==> src/hdl/ssu_pkg.sv <==
// ----------------------------------------------------------------------------
// ssu_pkg
// Shared types and constants for the sensor sample unpacker.
// ----------------------------------------------------------------------------
package ssu_pkg;

	localparam int unsigned ByteBits   = 8;
	localparam int unsigned MaxStorage = 8;
	localparam int unsigned WordBits   = 64;
	localparam int unsigned CfgIdxW    = 3;
	localparam int unsigned CfgDataW   = 16;

	// register indexes on the configuration port
	typedef enum logic [CfgIdxW-1:0] {
		REG_MSB_FIRST     = 3'd0,
		REG_SIGNED_MODE   = 3'd1,
		REG_SIG_BITS      = 3'd2,
		REG_STORAGE_BYTES = 3'd3,
		REG_REPEAT_COUNT  = 3'd4,
		REG_SHIFT_AMOUNT  = 3'd5
	} reg_idx_t;

	typedef struct packed {
		logic        msb_first;
		logic        signed_mode;
		logic [6:0]  sig_bits;
		logic [4:0]  storage_bytes;
		logic [15:0] repeat_count;
		logic [5:0]  shift_amount;
	} cfg_t;

	typedef struct packed {
		logic [63:0] raw_bytes;
		logic [15:0] element_index;
		logic [19:0] buffer_bytes;
	} req_t;

	typedef struct packed {
		logic [63:0] sample_bits;
		logic        sample_signed;
		logic        decode_error;
	} res_t;

endpackage

==> src/hdl/ssu_cfg_regs.sv <==
// ----------------------------------------------------------------------------
// ssu_cfg_regs
// Configuration register file, write only.
// ----------------------------------------------------------------------------
module ssu_cfg_regs (
	input  logic                                clk,
	input  logic                                arst_n,
	input  logic                                cfg_we,
	input  logic [ssu_pkg::CfgIdxW-1:0]         cfg_idx,
	input  logic [ssu_pkg::CfgDataW-1:0]        cfg_data,
	output ssu_pkg::cfg_t                       cfg
);

	ssu_pkg::cfg_t cfg_q;

	always_ff @(posedge clk or negedge arst_n) begin
		if (!arst_n) begin
			cfg_q.msb_first     <= 1'b0;
			cfg_q.signed_mode   <= 1'b0;
			cfg_q.sig_bits      <= 7'd16;
			cfg_q.storage_bytes <= 5'd2;
			cfg_q.repeat_count  <= 16'd1;
			cfg_q.shift_amount  <= 6'd0;
		end else if (cfg_we) begin
			case (cfg_idx)
				ssu_pkg::REG_MSB_FIRST:     cfg_q.msb_first     <= cfg_data[0];
				ssu_pkg::REG_SIGNED_MODE:   cfg_q.signed_mode   <= cfg_data[0];
				ssu_pkg::REG_SIG_BITS:      cfg_q.sig_bits      <= cfg_data[6:0];
				ssu_pkg::REG_STORAGE_BYTES: cfg_q.storage_bytes <= cfg_data[4:0];
				ssu_pkg::REG_REPEAT_COUNT:  cfg_q.repeat_count  <= cfg_data[15:0];
				ssu_pkg::REG_SHIFT_AMOUNT:  cfg_q.shift_amount  <= cfg_data[5:0];
				default: ;
			endcase
		end
	end

	assign cfg = cfg_q;

endmodule

==> src/hdl/ssu_decode.sv <==
// ----------------------------------------------------------------------------
// ssu_decode
// Combinational decode of one element: byte order, shift, mask, sign.
// ----------------------------------------------------------------------------
module ssu_decode (
	input  ssu_pkg::cfg_t cfg,
	input  ssu_pkg::req_t req,
	output ssu_pkg::res_t res
);

	logic [3:0]  nbytes;
	logic [16:0] idx_p1;
	logic [20:0] need;
	logic        bad;
	logic [63:0] le_val;
	logic [63:0] rev;
	logic [63:0] be_val;
	logic [5:0]  be_shift;
	logic [63:0] shifted;
	logic [63:0] mask;
	logic [5:0]  sign_pos;
	logic        full_width;
	logic [63:0] value;

	assign nbytes = cfg.storage_bytes[3:0];
	assign idx_p1 = {1'b0, req.element_index} + 17'd1;
	assign need   = 21'(nbytes * idx_p1);

	assign bad = (cfg.storage_bytes == 5'd0)
		|| (cfg.storage_bytes > 5'(ssu_pkg::MaxStorage))
		|| (cfg.sig_bits == 7'd0)
		|| (cfg.sig_bits > 7'(ssu_pkg::WordBits))
		|| (req.element_index >= cfg.repeat_count)
		|| ({1'b0, req.buffer_bytes} < need);

	// keep the low nbytes bytes; reversed copy for big endian order
	always_comb begin
		for (int i = 0; i < ssu_pkg::MaxStorage; i++) begin
			le_val[i*8 +: 8] = (4'(i) < nbytes) ? req.raw_bytes[i*8 +: 8] : 8'd0;
			rev[i*8 +: 8]    = req.raw_bytes[(ssu_pkg::MaxStorage-1-i)*8 +: 8];
		end
	end

	assign be_shift = {3'(4'd8 - nbytes), 3'b000};
	assign be_val   = rev >> be_shift;
	assign shifted  = (cfg.msb_first ? be_val : le_val) >> cfg.shift_amount;

	assign full_width = (cfg.sig_bits == 7'(ssu_pkg::WordBits));
	assign mask       = full_width ? {64{1'b1}} : ((64'd1 << cfg.sig_bits[5:0]) - 64'd1);
	assign sign_pos   = cfg.sig_bits[5:0] - 6'd1;

	always_comb begin
		value = shifted & mask;
		if (cfg.signed_mode && !full_width && value[sign_pos]) begin
			value = value | ~mask;
		end
	end

	assign res.sample_bits   = bad ? 64'd0 : value;
	assign res.sample_signed = bad ? 1'b0 : cfg.signed_mode;
	assign res.decode_error  = bad;

endmodule

==> src/hdl/sensor_sample_unpacker_core.sv <==
// ----------------------------------------------------------------------------
// sensor_sample_unpacker_core
// Decodes one sensor sample element per word from raw scan bytes.
// ----------------------------------------------------------------------------
//  channel   valid / stall          payload
//  src       src_valid/src_stall    raw_bytes, element_index, buffer_bytes
//  res       res_valid/res_stall    sample_bits, sample_signed, decode_error
//  cfg       cfg_we                 cfg_idx, cfg_data
//
// one word per cycle sustained while res_stall is low; an accepted word passes
// through the input register, then is decoded into the result register
// arst_n clears valid flags and loads register defaults
// a stalled result holds; the input register keeps taking words until both
// stages are full and res_stall is high
// ----------------------------------------------------------------------------
module sensor_sample_unpacker_core (
	input  logic                         clk,
	input  logic                         arst_n,
	input  logic                         cfg_we,
	input  logic [ssu_pkg::CfgIdxW-1:0]  cfg_idx,
	input  logic [ssu_pkg::CfgDataW-1:0] cfg_data,
	input  logic                         src_valid,
	output logic                         src_stall,
	input  logic [63:0]                  raw_bytes,
	input  logic [15:0]                  element_index,
	input  logic [19:0]                  buffer_bytes,
	output logic                         res_valid,
	input  logic                         res_stall,
	output logic [63:0]                  sample_bits,
	output logic                         sample_signed,
	output logic                         decode_error
);

	ssu_pkg::cfg_t cfg;
	ssu_pkg::req_t req_s1;
	ssu_pkg::res_t res_comb;
	ssu_pkg::res_t res_s2;
	logic          valid_s1;
	logic          valid_s2;
	logic          adv_s2;
	logic          load_s1;

	ssu_cfg_regs u_cfg (
		.clk      (clk),
		.arst_n   (arst_n),
		.cfg_we   (cfg_we),
		.cfg_idx  (cfg_idx),
		.cfg_data (cfg_data),
		.cfg      (cfg)
	);

	ssu_decode u_dec (
		.cfg (cfg),
		.req (req_s1),
		.res (res_comb)
	);

	assign adv_s2    = !valid_s2 || !res_stall;
	assign src_stall = valid_s1 && !adv_s2;
	assign load_s1   = src_valid && !src_stall;

	always_ff @(posedge clk or negedge arst_n) begin
		if (!arst_n) begin
			valid_s1 <= 1'b0;
			valid_s2 <= 1'b0;
		end else begin
			if (!src_stall) begin
				valid_s1 <= src_valid;
			end
			if (adv_s2) begin
				valid_s2 <= valid_s1;
			end
		end
	end

	always_ff @(posedge clk) begin
		if (load_s1) begin
			req_s1.raw_bytes     <= raw_bytes;
			req_s1.element_index <= element_index;
			req_s1.buffer_bytes  <= buffer_bytes;
		end
		if (adv_s2 && valid_s1) begin
			res_s2 <= res_comb;
		end
	end

	assign res_valid     = valid_s2;
	assign sample_bits   = res_s2.sample_bits;
	assign sample_signed = res_s2.sample_signed;
	assign decode_error  = res_s2.decode_error;

	// an accepted word is held in the input register next cycle
	a_accept_lands: assert property (@(posedge clk) disable iff (!arst_n)
		load_s1 |=> valid_s1)
		else $error("accepted word missing from input register");

	// a word blocked behind a stalled result is not dropped
	a_no_drop: assert property (@(posedge clk) disable iff (!arst_n)
		valid_s1 && valid_s2 && res_stall |=> valid_s1 && valid_s2)
		else $error("word dropped under stall");

	// error results carry a zero value
	a_err_zero: assert property (@(posedge clk) disable iff (!arst_n)
		res_valid && decode_error |-> sample_bits == 64'd0 && !sample_signed)
		else $error("error result with nonzero value");

	// unsigned results fit in the significant bits
	a_unsigned_fits: assert property (@(posedge clk) disable iff (!arst_n)
		res_valid && !decode_error && !sample_signed && cfg.sig_bits < 7'd64
		|-> (sample_bits >> cfg.sig_bits[5:0]) == 64'd0)
		else $error("unsigned result wider than significant bits");

endmodule

==> config.mk <==
export PLATFORM = sky130hd
export DESIGN_NAME = sensor_sample_unpacker_core
export DESIGN_NICKNAME = d
export VERILOG_FILES = /design/src/hdl/ssu_pkg.sv /design/src/hdl/ssu_cfg_regs.sv /design/src/hdl/ssu_decode.sv /design/src/hdl/sensor_sample_unpacker_core.sv
export SDC_FILE = /design/constraint.sdc
export NUM_CORES = 1
export LEC_CHECK = 0
export BUFFER_PORTS_ARGS = -buffer_cell sky130_fd_sc_hd__buf_4
export CAP_MARGIN = 20
export CORE_AREA = 2 2 236 238
export CTS_BUF_LIST = sky130_fd_sc_hd__clkbuf_8
export DETAILED_ROUTE_END_ITERATION = 6
export DIE_AREA = 0 0 238 240
export PLACE_DENSITY = 0.56
export SETUP_SLACK_MARGIN = 0.05
export SLEW_MARGIN = 20
export SYNTH_ARGS = -nofsm -noshare
export SYNTH_HDL_FRONTEND = slang
export SYNTH_HIERARCHICAL = 1
export SYNTH_SLANG_ARGS = --single-unit
export TNS_END_PERCENT = 100
==> constraint.sdc <==
create_clock -name clk -period 15.8 [get_ports clk]
set_input_delay 3.16 -clock clk [delete_from_list [all_inputs] [get_ports clk]]
set_output_delay 3.16 -clock clk [all_outputs]
set_load 0.005 [all_outputs]
==> qor.yml <==
routing:
  drc_errors: 0
  avgRoutedWirePerCell_microns: 30.55
  via_per_inst: 6.788
  first_iter_violations: 3029
  first_pass_iters: 6
  wirelength_microns: 99700
  ant_nets: 0
  routed-via-count: 22160
sta:
  max_freq_ghz: 0.1123
  relSlewSlack_pct: 16.59
  skew_ps: 33.22
  period_share_pct: 56.37
  worst-slew-pin-transition_ps: 1242
  rsz0062_at_grt: "no"
  fin_crit_ps: 8907
  finalHoldViolCount: 0
  fin_setup_tns_ps: 0
  drv_slew: 0
  finalSetupViolations: 0
global_route:
  grt_pass1_vias: 21290
  grt_max_degree: 71
  antenna_found_initial: 1
  grt_first_pass_wirelength_microns: 145700
  overflow: 0
  track_usage_pct: 34.35
clock_network:
  clockBufferDepth: 3
  root_buffer: "clkbuf_8"
  insertion_delay_ps: 620
  cts_buffers: 39
  htree_levels: 2
  post_cts_hold_buffer_count: 0
  cts_resized: 0
  clk_pin_slew_ps: 60
  cts_tree: "yes"
  clock_sinks: 204
  cts_setup_buffers: 0
synthesis:
  synthArstFlopShare_pct: 18.63
  synthTopCellsByArea: "edfxtp_1, mux4_2, dfrtp_1"
  synth-edff-count: 166
  synth-seq-cells: 204
  synth_cell_types: 93
  ys_seq_area_share_pct: 27.58
  syn_inst: 2422
  synth_most_common_cell: "nor2_1"
  yosysWarnings: 6
  avgSynthCellArea_sq_um: 8.891
  syn-num-nets: 2645
  ys.flop_type: "edfxtp_1"
  netlist_area_sq_um: 21530
  yosysTopAreaCellShare_pct: 23.15
  ys_top_cells_by_count: "nor2_1, nand2_1, edfxtp_1"
  yosys.area.top_type: "edfxtp_1"
floorplanning:
  rows: 86
  io_pins: 192
  start_util_pct: 39.39
  core_area_sq_um: 54660
  dieArea_sq_um: 57120
  fp.dieH_microns: 240
  die_x_microns: 238
setup_path:
  start_kind: "flip-flop"
  crit_arrival_ps: 9320
  rrSetupSlack_ps: 6890
  crit_path_end_kind: "flip-flop"
  critPathSlowestCell: "nor2_1"
  setup.worst_path.start: "req_s1[20]"
  crit_path_max_incr_delay_ps: 800
  endpoint: "sample_bits[11]"
  crit_top_cell: "a21oi_1"
  worst-setup-path-type: "flip-flop to flip-flop"
  cp_max_fo: 20
  r2r-start: "req_s1[20]"
  worstPathRequired_ps: 16210
  r2r_end: "sample_bits[11]"
  worst-r2r-cell-count: 29
layout:
  drive_gt1_share_pct: 20.95
  fin_nets: 2754
  area_delta_synth_final_pct: 12.98
pwr:
  p_total_w: 0.004107
  leakage_nw: 9.204
  ir_worst_vdd_mv: 0.08731
  cellPowerDensity_nw_per_um2: 168.8
placement:
  dp_hpwl_microns: 76210
  port_buffers: 191
  gp_congestion: 1.045
run:
  max_cap_violations: 0
min_path:
  hold_path_class: "flip-flop to flip-flop"
run_status:
  outcome: "complete, no violations"
==> kinds of logic (layout without fill, tap and decap cells) <==
logic type      count (synthesis)  count (layout)  share of synthesized area [%]
flops                         204             204                          27.58
mux                           205             205                          13.92
other cells                     0               1                              0
buf+inv                       301             438                          5.776
compound gates                682             682                          22.94
xor+xnor                       48              48                          1.952
fa+ha+maj                      99              99                          6.798
simple gates                  883             883                          21.03
==> area by class of cell <==
type,instances,area [sq um]
Multi-Input combinational cell,1917,14430
Fill cell,5449,30340
Timing Repair Buffer,255,1912
Sequential cell,204,5947
Tap cell,704,880.8
Clock buffer,39,536.8
Inverter,114,427.9
Clock inverter,30,193.9
Antenna cell,1,2.502
==> layer usage <==
layer	vias to the layer above	GRT usage [%]	wire length [microns]
li1	9598	-	-
met1	10810	44.20	39790
met2	1410	53.24	43980
met3	342	6.142	8248
met4	0	22.37	7673
met5	-	0	0
==> critical path, delay by kind of cell, from the launching register on <==
family,cells,cell delay [ps]
AOI/OAI and AO/OA,15,3640
xor gates and xnor gates,2,460
adders and majority gates,5,1960
buffers and inverters,3,650
DFF,1,510
and+or+nand+nor,4,1460
==> cells in the final DEF (no fill, tap or decap), types with 23 or more instances in the layout <==
master,n
nand3_1,77
and2_1,30
nand2b_1,38
clkbuf_8,39
ha_1,68
o21ai_0,87
xor2_1,23
mux2_2,75
nor2_1,207
a211oi_1,35
a22oi_1,39
mux2i_1,56
nand2_1,186
fa_1,30
nand4_1,29
buf_4,254
o211ai_1,23
a21oi_1,87
dfrtp_1,31
nor2b_1,60
nor3_1,112
edfxtp_1,166
nor3_2,30
inv_1,120
o22ai_1,38
mux4_2,64
a31oi_1,68
==> per-stage QoR <==
step	utilization [%]	cell area, sq um	setup slack [ps]	std cells	hold slack [ps]
after floorplan	-	21530	7265	2422	466.7
after global placement	43.15	23590	7080	3193	482.9
after detailed placement	43.16	23590	7083	3194	496.9
after CTS	44.50	24320	6983	3263	510.0
after global routing	44.50	24330	6262	3264	534.3
final	44.50	24330	6893	3264	510.7
==> report_power, final <==
group / internal (W) / leakage [nW] / switching (W) / total, W
Clock: 0.000265 / 0.410 / 0.000247 / 0.000512
Sequential: 0.000648 / 2.06 / 0.0000679 / 0.000716
Combinational: 0.000955 / 6.73 / 0.00192 / 0.00288
Total: 0.00187 / 9.20 / 0.00224 / 0.00411
==> registers in the layout, summed over array words and instances, names as in the netlist <==
name and count:
decode_error 1, sample_bits 64, res_valid 1, sample_signed 1, req_s1 100, valid_s1 1
u_cfg/cfg 36
==> worst min-delay path by stage <==
| stage | from | to | slack [ps] | depth (start not counted) |
|---|---|---|---|---|
| 2_1_floorplan | valid_s1 | res_valid | 470 | 1 |
| 3_3_place_gp | valid_s1 | res_valid | 480 | 1 |
| 3_5_place_dp | u_cfg/cfg[9] | u_cfg/cfg[9] | 500 | 1 |
| 4_1_cts | u_cfg/cfg[15] | u_cfg/cfg[15] | 510 | 1 |
| 5_1_grt | u_cfg/cfg[19] | u_cfg/cfg[19] | 530 | 1 |
| 6_report | u_cfg/cfg[15] | u_cfg/cfg[15] | 510 | 1 |
No activity file was read; power rests on OpenSTA's default activity.
